## src/design/sni_pkg.sv

```systemverilog
// Shared types, constants and the microcode program of the shaped noise injector.
// Used by sni_datapath and shaped_noise_injector; depends on nothing else.
package sni_pkg;

  // Sample and arithmetic widths
  localparam int SAMPLE_W = 24;
  localparam int HIST_N   = 3;              // FIR taps past the fixed unity tap
  localparam int COEF_W   = 16;
  localparam int GATE_W   = 16;
  localparam int MUL_A_W  = 36;
  localparam int MUL_B_W  = 18;
  localparam int PROD_W   = MUL_A_W + MUL_B_W;
  localparam int ACC_W    = 2 * SAMPLE_W - 6;  // three 16x24 products summed
  localparam int SUM_W    = 32;
  localparam int Q12_SH   = 12;
  localparam int NOISE_SH = 16 + 32 - SAMPLE_W; // gate scaling plus Q1.31 to sample

  // LCG constants; the multiplier is applied in two 16-bit halves
  localparam logic [31:0] LCG_SEED   = 32'hDEADBEEF;
  localparam logic [15:0] LCG_MUL_LO = 16'h4E6D;
  localparam logic [15:0] LCG_MUL_HI = 16'h41C6;
  localparam logic [31:0] LCG_INC    = 32'd12345;

  // Gate envelope constants
  localparam logic signed [SAMPLE_W-1:0] GATE_THRESH =
      SAMPLE_W'((2 ** (SAMPLE_W - 1)) / 2000);
  localparam logic [MUL_B_W-1:0] GATE_ATTACK_K  = MUL_B_W'(33);
  localparam logic [MUL_B_W-1:0] GATE_RELEASE_K = MUL_B_W'(6554);
  localparam logic [GATE_W-1:0]  GATE_FULL      = '1;

  localparam logic signed [SUM_W-1:0] SAT_HI = SUM_W'((2 ** (SAMPLE_W - 1)) - 1);
  localparam logic signed [SUM_W-1:0] SAT_LO = -SAT_HI - SUM_W'(1);

  // Configuration register indexes
  typedef enum logic [2:0] {
    REG_ENABLE     = 3'd0,
    REG_NOISE_GAIN = 3'd1,
    REG_TILT_GAIN  = 3'd2,
    REG_TAP_ONE    = 3'd3,
    REG_TAP_TWO    = 3'd4,
    REG_TAP_THREE  = 3'd5
  } reg_idx_t;

  typedef struct packed {
    logic                     enable;
    logic [COEF_W-1:0]        noise_gain;
    logic signed [COEF_W-1:0] tilt_gain;
    logic signed [COEF_W-1:0] tap_one;
    logic signed [COEF_W-1:0] tap_two;
    logic signed [COEF_W-1:0] tap_three;
  } cfg_t;

  // Multiplier operand selects
  typedef enum logic [2:0] {
    A_GATE, A_LCG, A_NOISE, A_SCALED, A_HIST0, A_HIST1, A_HIST2, A_DIFF
  } a_sel_t;

  typedef enum logic [3:0] {
    B_GATE, B_LCG_LO, B_LCG_HI, B_GAIN, B_INV_GATE, B_TAP1, B_TAP2, B_TAP3, B_TILT
  } b_sel_t;

  // Register writeback ops
  typedef enum logic [3:0] {
    WB_NONE, WB_CAPTURE, WB_GATE, WB_LCG_LO, WB_LCG, WB_ACC_LD, WB_ACC_ADD,
    WB_NOISE, WB_FILT, WB_LAST, WB_OUT_MIX, WB_OUT_PASS
  } wb_t;

  localparam int PC_W = 4;
  localparam logic [PC_W-1:0] PC_IDLE = 4'd0;
  localparam logic [PC_W-1:0] PC_PASS = 4'd13;

  // One control word per step
  typedef struct packed {
    logic            accept;   // wait here for an input item
    logic            emit;     // write the output register, wait while it is full
    logic            fin;      // return to idle
    logic            jmp_dis;  // jump to target when disabled
    logic [PC_W-1:0] target;
    logic            mul_en;
    a_sel_t          a_sel;
    b_sel_t          b_sel;
    wb_t             wb;
  } ucode_t;

  typedef struct packed {
    ucode_t uc;
    logic   go;   // step completes this cycle
  } sni_ctl_t;

  // Microcode program
  function automatic ucode_t ucode_rom(input logic [PC_W-1:0] pc);
    ucode_t uc;
    uc = '{accept: 1'b0, emit: 1'b0, fin: 1'b0, jmp_dis: 1'b0, target: PC_IDLE,
           mul_en: 1'b0, a_sel: A_GATE, b_sel: B_GATE, wb: WB_NONE};
    unique case (pc)
      4'd0: begin
        uc.accept = 1'b1; uc.wb = WB_CAPTURE;
      end
      4'd1: begin
        uc.jmp_dis = 1'b1; uc.target = PC_PASS;
        uc.mul_en = 1'b1; uc.a_sel = A_GATE; uc.b_sel = B_GATE;
      end
      4'd2: begin
        uc.wb = WB_GATE; uc.mul_en = 1'b1; uc.a_sel = A_LCG; uc.b_sel = B_LCG_LO;
      end
      4'd3: begin
        uc.wb = WB_LCG_LO; uc.mul_en = 1'b1; uc.a_sel = A_LCG; uc.b_sel = B_LCG_HI;
      end
      4'd4: begin
        uc.wb = WB_LCG; uc.mul_en = 1'b1; uc.a_sel = A_HIST0; uc.b_sel = B_TAP1;
      end
      4'd5: begin
        uc.wb = WB_ACC_LD; uc.mul_en = 1'b1; uc.a_sel = A_NOISE; uc.b_sel = B_GAIN;
      end
      4'd6: begin
        uc.mul_en = 1'b1; uc.a_sel = A_SCALED; uc.b_sel = B_INV_GATE;
      end
      4'd7: begin
        uc.wb = WB_NOISE; uc.mul_en = 1'b1; uc.a_sel = A_HIST1; uc.b_sel = B_TAP2;
      end
      4'd8: begin
        uc.wb = WB_ACC_ADD; uc.mul_en = 1'b1; uc.a_sel = A_HIST2; uc.b_sel = B_TAP3;
      end
      4'd9: begin
        uc.wb = WB_ACC_ADD;
      end
      4'd10: begin
        uc.wb = WB_FILT;
      end
      4'd11: begin
        uc.wb = WB_LAST; uc.mul_en = 1'b1; uc.a_sel = A_DIFF; uc.b_sel = B_TILT;
      end
      4'd12: begin
        uc.wb = WB_OUT_MIX; uc.emit = 1'b1; uc.fin = 1'b1;
      end
      4'd13: begin
        uc.wb = WB_OUT_PASS; uc.emit = 1'b1; uc.fin = 1'b1;
      end
      default: begin
        uc.fin = 1'b1;
      end
    endcase
    return uc;
  endfunction

  // Clamp to the signed sample range
  function automatic logic signed [SAMPLE_W-1:0] sat_sample(input logic signed [SUM_W-1:0] v);
    logic signed [SAMPLE_W-1:0] r;
    if (v > SAT_HI) begin
      r = SAT_HI[SAMPLE_W-1:0];
    end else if (v < SAT_LO) begin
      r = SAT_LO[SAMPLE_W-1:0];
    end else begin
      r = v[SAMPLE_W-1:0];
    end
    return r;
  endfunction

endpackage

```

## src/design/sni_datapath.sv

```systemverilog
// Datapath of the shaped noise injector: one shared 36x18 multiplier, the LCG,
// gate, FIR history, tilt memory and output register. Depends on sni_pkg.
module sni_datapath import sni_pkg::*; (
  input  logic                       clk,
  input  logic                       rst_n,
  input  sni_ctl_t                   ctl,
  input  cfg_t                       cfg,
  input  logic signed [SAMPLE_W-1:0] sample_in,
  input  logic                       block_start,
  output logic signed [SAMPLE_W-1:0] sample_out
);

  logic signed [SAMPLE_W-1:0] x_r;
  logic [31:0]                lcg_r;
  logic [31:0]                lcg_lo_r;
  logic [GATE_W-1:0]          gate_r;
  logic signed [SAMPLE_W-1:0] hist_r [HIST_N];
  logic signed [SAMPLE_W-1:0] last_r;
  logic signed [SAMPLE_W-1:0] noise_r;
  logic signed [SAMPLE_W-1:0] filt_r;
  logic signed [ACC_W-1:0]    acc_r;
  logic signed [PROD_W-1:0]   prod_r;
  logic signed [SAMPLE_W-1:0] y_r;

  logic                       above;
  logic signed [31:0]         noise_q;
  logic [GATE_W:0]            inv_gate;
  logic signed [SAMPLE_W:0]   diff;
  logic signed [MUL_A_W-1:0]  mul_a;
  logic signed [MUL_B_W-1:0]  mul_b;
  logic [32:0]                gate_sum;
  logic [GATE_W-1:0]          gate_step;
  logic signed [SUM_W-1:0]    filt_sum;
  logic signed [SUM_W-1:0]    y_sum;

  // Gate detector and operand helpers
  assign above    = (x_r > GATE_THRESH) || (x_r < -GATE_THRESH);
  assign noise_q  = {~lcg_r[30], lcg_r[29:0], 1'b0};  // 2*(v & 0x7FFFFFFF) - 2^31
  assign inv_gate = {1'b1, {GATE_W{1'b0}}} - {1'b0, gate_r};
  assign diff     = {filt_r[SAMPLE_W-1], filt_r} - {last_r[SAMPLE_W-1], last_r};

  // Operand A select
  always_comb begin
    case (ctl.uc.a_sel)
      A_GATE:   mul_a = above ? {{(MUL_A_W-GATE_W){1'b0}}, GATE_FULL - gate_r}
                              : {{(MUL_A_W-GATE_W){1'b0}}, gate_r};
      A_LCG:    mul_a = {{(MUL_A_W-32){1'b0}}, lcg_r};
      A_NOISE:  mul_a = {{(MUL_A_W-32){noise_q[31]}}, noise_q};
      A_SCALED: mul_a = prod_r[MUL_A_W+Q12_SH-1:Q12_SH];
      A_HIST0:  mul_a = {{(MUL_A_W-SAMPLE_W){hist_r[0][SAMPLE_W-1]}}, hist_r[0]};
      A_HIST1:  mul_a = {{(MUL_A_W-SAMPLE_W){hist_r[1][SAMPLE_W-1]}}, hist_r[1]};
      A_HIST2:  mul_a = {{(MUL_A_W-SAMPLE_W){hist_r[2][SAMPLE_W-1]}}, hist_r[2]};
      A_DIFF:   mul_a = {{(MUL_A_W-SAMPLE_W-1){diff[SAMPLE_W]}}, diff};
      default:  mul_a = '0;
    endcase
  end

  // Operand B select
  always_comb begin
    case (ctl.uc.b_sel)
      B_GATE:     mul_b = above ? GATE_ATTACK_K : GATE_RELEASE_K;
      B_LCG_LO:   mul_b = {2'b00, LCG_MUL_LO};
      B_LCG_HI:   mul_b = {2'b00, LCG_MUL_HI};
      B_GAIN:     mul_b = {2'b00, cfg.noise_gain};
      B_INV_GATE: mul_b = {1'b0, inv_gate};
      B_TAP1:     mul_b = {{2{cfg.tap_one[COEF_W-1]}}, cfg.tap_one};
      B_TAP2:     mul_b = {{2{cfg.tap_two[COEF_W-1]}}, cfg.tap_two};
      B_TAP3:     mul_b = {{2{cfg.tap_three[COEF_W-1]}}, cfg.tap_three};
      B_TILT:     mul_b = {{2{cfg.tilt_gain[COEF_W-1]}}, cfg.tilt_gain};
      default:    mul_b = '0;
    endcase
  end

  // Gate step: ceil(p / 65536)
  assign gate_sum  = {1'b0, prod_r[31:0]} + 33'd65535;
  assign gate_step = gate_sum[31:16];

  // FIR sum plus noise, and final mix
  assign filt_sum = {{(SUM_W-SAMPLE_W){noise_r[SAMPLE_W-1]}}, noise_r}
                  + {{(SUM_W-ACC_W+Q12_SH){acc_r[ACC_W-1]}}, acc_r[ACC_W-1:Q12_SH]};
  assign y_sum = {{(SUM_W-SAMPLE_W){x_r[SAMPLE_W-1]}}, x_r}
               + {{(SUM_W-SAMPLE_W){filt_r[SAMPLE_W-1]}}, filt_r}
               + {{(SUM_W-SAMPLE_W-5){prod_r[SAMPLE_W+Q12_SH+4]}},
                  prod_r[SAMPLE_W+Q12_SH+4:Q12_SH]};

  // Noise state: LCG, gate, history, tilt memory
  always_ff @(posedge clk) begin
    if (!rst_n) begin
      lcg_r  <= LCG_SEED;
      gate_r <= '0;
      last_r <= '0;
      for (int k = 0; k < HIST_N; k++) begin
        hist_r[k] <= '0;
      end
    end else if (ctl.go) begin
      case (ctl.uc.wb)
        WB_CAPTURE: begin
          if (block_start) begin
            last_r <= '0;
            for (int k = 0; k < HIST_N; k++) begin
              hist_r[k] <= '0;
            end
          end
        end
        WB_GATE: begin
          gate_r <= above ? gate_r + gate_step : gate_r - gate_step;
        end
        WB_LCG: begin
          lcg_r <= lcg_lo_r + {prod_r[15:0], 16'h0000} + LCG_INC;
        end
        WB_FILT: begin
          hist_r[0] <= noise_r;
          for (int k = 1; k < HIST_N; k++) begin
            hist_r[k] <= hist_r[k-1];
          end
        end
        WB_LAST: begin
          last_r <= filt_r;
        end
        default: ;
      endcase
    end
  end

  // Working registers, product register and output register
  always_ff @(posedge clk) begin
    if (ctl.go) begin
      if (ctl.uc.mul_en) begin
        prod_r <= mul_a * mul_b;
      end
      case (ctl.uc.wb)
        WB_CAPTURE:  x_r      <= sample_in;
        WB_LCG_LO:   lcg_lo_r <= prod_r[31:0];
        WB_ACC_LD:   acc_r    <= prod_r[ACC_W-1:0];
        WB_ACC_ADD:  acc_r    <= acc_r + prod_r[ACC_W-1:0];
        WB_NOISE:    noise_r  <= sat_sample({{(SUM_W-PROD_W+NOISE_SH){prod_r[PROD_W-1]}},
                                             prod_r[PROD_W-1:NOISE_SH]});
        WB_FILT:     filt_r   <= sat_sample(filt_sum);
        WB_OUT_MIX:  y_r      <= sat_sample(y_sum);
        WB_OUT_PASS: y_r      <= x_r;
        default: ;
      endcase
    end
  end

  assign sample_out = y_r;

endmodule

```

## src/design/shaped_noise_injector.sv

```systemverilog
// Top level of the shaped noise injector: configuration registers, microcode
// sequencer and stream handshakes. Depends on sni_pkg and sni_datapath.
//
// Adds gated, FIR-shaped and tilted LCG noise to a stream of signed Q0.23
// samples, one result per input item. With enable set the next item is taken
// only after the current one's output step: a microcoded sequencer runs
// all nine products (gate step, two LCG halves, noise gain, gate scaling, three
// FIR taps, tilt) one per cycle through a single 36x18 multiplier. With enable
// clear items skip to the pass-through step. A finished item waits in the output
// register; the next item is accepted meanwhile and only stalls at its own
// output step if that register is still full. in_tuser set on an item clears the
// FIR history and tilt memory before that item is processed, enabled or not.
// Registers sit on the APB port at byte addresses 0x00 (enable), 0x04
// (noise_gain), 0x08 (tilt_gain), 0x0C..0x14 (tap_one..tap_three); write them
// only while the block is idle.
module shaped_noise_injector import sni_pkg::*; (
  input  logic                clk,
  input  logic                rst_n,
  // input stream
  input  logic                in_tvalid,
  output logic                in_tready,
  input  logic [SAMPLE_W-1:0] in_tdata,   // [23:0] sample_in
  input  logic                in_tuser,   // [0] block_start
  // result stream
  output logic                out_tvalid,
  input  logic                out_tready,
  output logic [SAMPLE_W-1:0] out_tdata,  // [23:0] sample_out
  // configuration
  input  logic                cfg_psel,
  input  logic                cfg_penable,
  input  logic                cfg_pwrite,
  input  logic [4:0]          cfg_paddr,
  input  logic [31:0]         cfg_pwdata,
  output logic [31:0]         cfg_prdata,
  output logic                cfg_pready
);

  cfg_t                       cfg_r;
  logic [PC_W-1:0]            pc_r, pc_nxt;
  logic                       out_valid_r, out_valid_nxt;
  ucode_t                     uc;
  sni_ctl_t                   ctl;
  logic                       in_fire;
  logic                       out_busy;
  logic                       cfg_wr;
  reg_idx_t                   cfg_idx;
  logic signed [SAMPLE_W-1:0] sample_out;

  // Register port
  assign cfg_pready = 1'b1;
  assign cfg_wr     = cfg_psel && cfg_penable && cfg_pwrite && cfg_pready;
  assign cfg_idx    = reg_idx_t'(cfg_paddr[4:2]);

  always_ff @(posedge clk) begin
    if (!rst_n) begin
      cfg_r.enable     <= 1'b0;
      cfg_r.noise_gain <= 16'd4096;
      cfg_r.tilt_gain  <= '0;
      cfg_r.tap_one    <= '0;
      cfg_r.tap_two    <= '0;
      cfg_r.tap_three  <= '0;
    end else if (cfg_wr) begin
      unique case (cfg_idx)
        REG_ENABLE:     cfg_r.enable     <= cfg_pwdata[0];
        REG_NOISE_GAIN: cfg_r.noise_gain <= cfg_pwdata[COEF_W-1:0];
        REG_TILT_GAIN:  cfg_r.tilt_gain  <= cfg_pwdata[COEF_W-1:0];
        REG_TAP_ONE:    cfg_r.tap_one    <= cfg_pwdata[COEF_W-1:0];
        REG_TAP_TWO:    cfg_r.tap_two    <= cfg_pwdata[COEF_W-1:0];
        REG_TAP_THREE:  cfg_r.tap_three  <= cfg_pwdata[COEF_W-1:0];
        default: ;
      endcase
    end
  end

  // Read back
  always_comb begin
    unique case (cfg_idx)
      REG_ENABLE:     cfg_prdata = {31'd0, cfg_r.enable};
      REG_NOISE_GAIN: cfg_prdata = {16'd0, cfg_r.noise_gain};
      REG_TILT_GAIN:  cfg_prdata = {16'd0, cfg_r.tilt_gain};
      REG_TAP_ONE:    cfg_prdata = {16'd0, cfg_r.tap_one};
      REG_TAP_TWO:    cfg_prdata = {16'd0, cfg_r.tap_two};
      REG_TAP_THREE:  cfg_prdata = {16'd0, cfg_r.tap_three};
      default:        cfg_prdata = '0;
    endcase
  end

  // Sequencer: fetch, hold conditions, next step
  assign uc        = ucode_rom(pc_r);
  assign in_tready = uc.accept;
  assign in_fire   = in_tvalid && in_tready;
  assign out_busy  = out_valid_r && !out_tready;

  always_comb begin
    ctl.uc = uc;
    if (uc.accept) begin
      ctl.go = in_fire;
    end else if (uc.emit) begin
      ctl.go = !out_busy;
    end else begin
      ctl.go = 1'b1;
    end

    if (!ctl.go) begin
      pc_nxt = pc_r;
    end else if (uc.jmp_dis && !cfg_r.enable) begin
      pc_nxt = uc.target;
    end else if (uc.fin) begin
      pc_nxt = PC_IDLE;
    end else begin
      pc_nxt = pc_r + PC_W'(1);
    end

    if (uc.emit && ctl.go) begin
      out_valid_nxt = 1'b1;
    end else if (out_tready) begin
      out_valid_nxt = 1'b0;
    end else begin
      out_valid_nxt = out_valid_r;
    end
  end

  always_ff @(posedge clk) begin
    if (!rst_n) begin
      pc_r        <= PC_IDLE;
      out_valid_r <= 1'b0;
    end else begin
      pc_r        <= pc_nxt;
      out_valid_r <= out_valid_nxt;
    end
  end

  sni_datapath u_dp (
    .clk         (clk),
    .rst_n       (rst_n),
    .ctl         (ctl),
    .cfg         (cfg_r),
    .sample_in   (in_tdata),
    .block_start (in_tuser),
    .sample_out  (sample_out)
  );

  assign out_tvalid = out_valid_r;
  assign out_tdata  = sample_out;

endmodule

```

## config.mk

```make
export PLATFORM = sky130hd
export DESIGN_NAME = shaped_noise_injector
export DESIGN_NICKNAME = d
export VERILOG_FILES = /design/src/design/sni_pkg.sv /design/src/design/sni_datapath.sv /design/src/design/shaped_noise_injector.sv
export SDC_FILE = /design/constraint.sdc
export NUM_CORES = 2
export LEC_CHECK = 0
export ABC_AREA = 1
export BUFFER_PORTS_ARGS = -buffer_cell sky130_fd_sc_hd__buf_2
export CAP_MARGIN = 15
export CORE_UTILIZATION = 60
export CTS_BUF_LIST = sky130_fd_sc_hd__clkbuf_4 sky130_fd_sc_hd__clkbuf_8 sky130_fd_sc_hd__clkbuf_16
export CTS_CLUSTER_DIAMETER = 40
export CTS_CLUSTER_SIZE = 40
export DETAILED_ROUTE_END_ITERATION = 16
export GPL_TIMING_DRIVEN = 0
export PLACE_DENSITY = 0.8
export RECOVER_POWER = 50
export SYNTH_ARGS = -nofsm -noshare
export SYNTH_HDL_FRONTEND = slang
export SYNTH_HIERARCHICAL = 1
export SYNTH_SLANG_ARGS = --single-unit
```

## constraint.sdc

```tcl
create_clock -name clk -period 19.1 [get_ports clk]
set_input_delay 3.82 -clock clk [delete_from_list [all_inputs] [get_ports clk]]
set_output_delay 3.82 -clock clk [all_outputs]
set_load 0.02 [all_outputs]
```

# Yosys cells after proc, flatten, opt, wreduce, memory -nomap -nowiden

Memory sizes are Yosys's and may differ from the RTL's.
Cells that the tools add are included.

Register bits: 382
RAM bits: 72
Input port bits: 69
Output and inout bits: 59
Word-level logic and storage cells: 171
Memories kept: 1

$add $sub $neg: 13
Multipliers: 1
$lt $le $gt $ge: 8
Eq/ne operators: 45
Muxes and demuxes: 41
Bitwise operators: 7
Reductions and logical operators: 37

Memories:

| name        | depth | bits a word | rd ports | clocked after memory_dff | write ports | line               | source |
|---|---|---|---|---|---|---|---|
| u_dp.hist_r | 3     | 24          | 3        | 0                        | 3           | sni_datapath.sv:17 | `logic signed [SAMPLE_W-1:0] hist_r [HIST_N];` |

Operators with widths:

| operator                                                         | number |
|---|---|
| case mux 36 bit (8 select lines)                                 | 1 |
| two-way mux 24 bit                                               | 11 |
| case mux 18 bit (9 select lines)                                 | 1 |
| case mux 16 bit (6 select lines)                                 | 1 |
| case mux 24 bit (2 select lines)                                 | 2 |
| case mux 42 bit (2 select lines)                                 | 1 |
| case mux 8 bit (9 select lines)                                  | 1 |
| adder 32 bit                                                     | 2 |
| greater-than comparator 32 x 24 -> 1 bit (second input constant) | 2 |
| less-than comparator 32 x 24 -> 1 bit (second input constant)    | 2 |
| multiplier 36 x 18 -> 54 bit                                     | 1 |
| equality test 4 x 3 -> 1 bit (second input constant)             | 12 |
| equality test 4 bit (second input constant)                      | 11 |
| case mux 4 bit (11 select lines)                                 | 1 |
| adder 42 bit                                                     | 1 |
| adder 32 x 14 -> 32 bit (second input constant)                  | 1 |
| adder 32 x 16 -> 32 bit (second input constant)                  | 1 |
| two-way mux 16 bit                                               | 2 |
| adder 24 x 30 -> 31 bit                                          | 1 |
| greater-than comparator 30 x 24 -> 1 bit (second input constant) | 1 |
| less-than comparator 30 x 24 -> 1 bit (second input constant)    | 1 |
| AND reduction 2 bit                                              | 15 |
| adder 24 x 24 -> 25 bit                                          | 1 |
| subtractor 24 x 24 -> 25 bit                                     | 1 |
| 28 further kinds                                                 | 78 |

# Logic depth before layout (Yosys ltp)

Depth in word-level cells: 10
Depth in mapped cells: 43
Mapped depth without buffers: 42

# Cells and area by module

The synthesis kept the hierarchy.

Modules (own cells, without submodules):

| module                | instances | cells each | area each (um^2) | seq. area each (um^2) |
|---|---|---|---|---|
| sni_datapath          | 1         | 6,108      | 48,532.8         | 10,329.9 |
| shaped_noise_injector | 1         | 584        | 4,048.9          | 1,721.7 |

# Least setup slack after synthesis

Ideal clock, no wire load.

Kind: input port to flip-flop
From: input in_tvalid
To: memory u_dp.hist_r[0][0] (enable)
Setup time: 0.443 ns
Arrival time: 8.464 ns
Required time: 18.657 ns
Path slack: 10.193 ns
Cell stages on the path: 8
Path buffers: 1
Cell sequence: nand3b_1 nand2_1 inv_1 inv_1 nor3_1 nand2_1 clkbuf_1 nand3_1

RTL lines:

| what            | line                        | source |
|---|---|---|
| start, declared | shaped_noise_injector.sv:20 | `input logic in_tvalid,` |
| end, declared   | sni_datapath.sv:17          |  |

==> flow_summary.json <==
{
  "placedInstanceArea_mm2": 0.0547,
  "cp-startpoint": "pc_r[1]",
  "slew_headroom_pct": -66.1,
  "final_area_mm2": 0.0572,
  "gp_congestion": 1.09,
  "worstPathMaxFanout": 10,
  "core_area_mm2": 0.0868,
  "gr-total-overflow": 0,
  "cp.arrival_ps": 11070,
  "path_common_cell": "fa_1",
  "finalSetupTns_ps": 0,
  "routed_via_density": 5.91,
  "slowest_stage": "nor3_1",
  "htree_num_levels": 3,
  "setup.worst_path.end_class": "flip-flop",
  "fmax_mhz": 93.6,
  "grtUsageTotal_pct": 41.3,
  "area_growth_pct": 8.80,
  "place_ws_ps": 8960,
  "clockBufferDepth": 3,
  "rows": 108,
  "yosysWarnings": 6,
  "ios": 128,
  "clk_latency_ps": 660,
  "hold_viol_final": 0,
  "reg2reg_from": "pc_r[1]",
  "drc": 0,
  "reg2regPathDepth": 31,
  "final_nets": 7894,
  "drtPass1Iterations": 9,
  "cts_resized": 0,
  "hpwl_um": 147000,
  "clock_sinks": 454,
  "routedWlPerCell_um": 22.5,
  "initial_utilization_pct": 60.6,
  "r2r-end": "u_dp/prod_r[48]",
  "numPortBuffers": 91,
  "finClkSkew_ps": 46.3,
  "slew_violations": 74,
  "netlist_instances": 6690,
  "critPathMaxStageDelay_ps": 810,
  "start_kind": "flip-flop",
  "ff2ff_setup_slack_ps": 8410,
  "ctsHoldBuffers": 0,
  "drive_gt1_share_pct": 5.54,
  "finalWorstPathRequiredPeriod_ps": 10690,
  "numCtsBuffers": 76,
  "tritoncts": "done",
  "antenna_found_initial": 6,
  "die-area_mm2": 0.0888,
  "die_h_um": 298,
  "grt_pass1_vias": 47294,
  "synth_area_mm2": 0.0526,
  "worst_pin_slew_ps": 2490,
  "post-route-period-util_pct": 55.9,
  "rsz0062_at_grt": "false",
  "syn_avg_cell_area_um2": 7.86,
  "cts_setup_buffers": 0,
  "failed_checks": "max-capacitance violations, max-slew violations",
  "hp-class": "reg -> reg",
  "setup_viol": 0,
  "grt_pass1_wl_um": 276000,
  "drt-initial-drc-count": 5410,
  "crit_type": "reg -> reg",
  "die_w_um": 298,
  "critPathRequiredTime_ps": 19480,
  "whs_ps": 468,
  "clk_pin_slew_worst_paths_ps": 50,
  "cts-root-buf": "clkbuf_16",
  "drt-total-wl_um": 182000,
  "status": "finished, violations left",
  "drv_cap": 3,
  "setup_slack_ps": 8410,
  "vias": 47899,
  "grt_max_degree": 53,
  "critPathCapture": "u_dp/prod_r[48]",
  "ant_nets": 0
}
## worst max-delay path: cells and delay by family (launching register included)
family / cells / cell delay, ps
adder cells (fa/ha/maj): 8 / 3970
AND/OR/NAND/NOR: 12 / 3050
buffers and inverters: 6 / 1640
AO/OA/AOI/OAI: 4 / 1240
flip-flops: 1 / 400
XOR/XNOR: 1 / 120
## sequential cells by signal, summed over array words and instances (netlist names), 4 cells and up
name             flops
pc_r                 4
u_dp/lcg_r          32
u_dp/acc_r          42
u_dp/filt_r         24
cfg_r               81
u_dp/hist_r         72
u_dp/last_r         24
u_dp/prod_r         54
u_dp/lcg_lo_r       32
u_dp/gate_r         16
u_dp/noise_r        24
u_dp/x_r            24
u_dp/sample_out     24
## metrics by stage
stage / util, % / std cells
4_1_cts: 66.1 / 8103
2_1_floorplan: - / 6705
6_report: 65.9 / 8107
3_3_place_gp: 62.9 / 7951
5_1_grt: 65.9 / 8106
3_5_place_dp: 63.1 / 7962
## placed cells by master, fill, tap and decap left out, drive strengths merged, types with 5 or more instances in the layout
master    count
inv        1354
nand2      1292
nor2        821
fa          651
a21oi       394
o21ai       366
edfxtp      296
ha          289
clkbuf      239
nand3       188
buf         165
dfxtp       158
xor2        101
a31oi        63
xnor2        56
nand4        54
nor3         52
or2          41
clkinv       38
a211oi       35
a21o         33
a221oi       23
nor4         23
o211ai       23
o21bai       21
nand3b       19
a22oi        19
o22ai        19
conb         17
o21a         14
a2111oi      13
a22o         11
clkinvlp      9
o221ai        8
a21boi        8
o2111ai       8
o31ai         5
## final cells by class
| type | instances | area [µm²] |
|---|---|---|
| Antenna cell | 4 | 10.0 |
| Buffer | 206 | 931 |
| Clock buffer | 96 | 2140 |
| Clock inverter | 45 | 510 |
| Fill cell | 7388 | 29600 |
| Inverter | 1360 | 5110 |
| Multi-Input combinational cell | 4685 | 34500 |
| Sequential cell | 454 | 12100 |
| Tap cell | 1155 | 1450 |
| Timing Repair Buffer | 102 | 534 |
## worst min path at each step
stage	from	endpoint	slack [ps]	depth (start not counted)
floorplan	u_dp/lcg_r[19]	u_dp/lcg_r[19]	440	2
global placement	u_dp/last_r[16]	u_dp/last_r[16]	450	2
detailed placement	u_dp/last_r[20]	u_dp/last_r[20]	460	2
CTS	u_dp/last_r[20]	u_dp/last_r[20]	470	2
global route	u_dp/last_r[7]	u_dp/last_r[7]	490	2
finish	u_dp/last_r[18]	u_dp/last_r[18]	470	2
## routing by layer
| layer | wire length (µm) | vias to the layer above | part of all wire [%] | GRT usage (%) |
|---|---|---|---|---|
| li1 | - | 21512 | - | - |
| met1 | 66900 | 22705 | 37 | 51.7 |
| met2 | 78700 | 2950 | 43 | 62.9 |
| met3 | 23100 | 726 | 13 | 12.0 |
| met4 | 13700 | 6 | 7.5 | 25.8 |
| met5 | 41 | - | 0.022 | 0 |
Power is left out: the tool's default activity adds up to more than one toggle a clock period on the data nets, which glitch-free logic cannot reach.
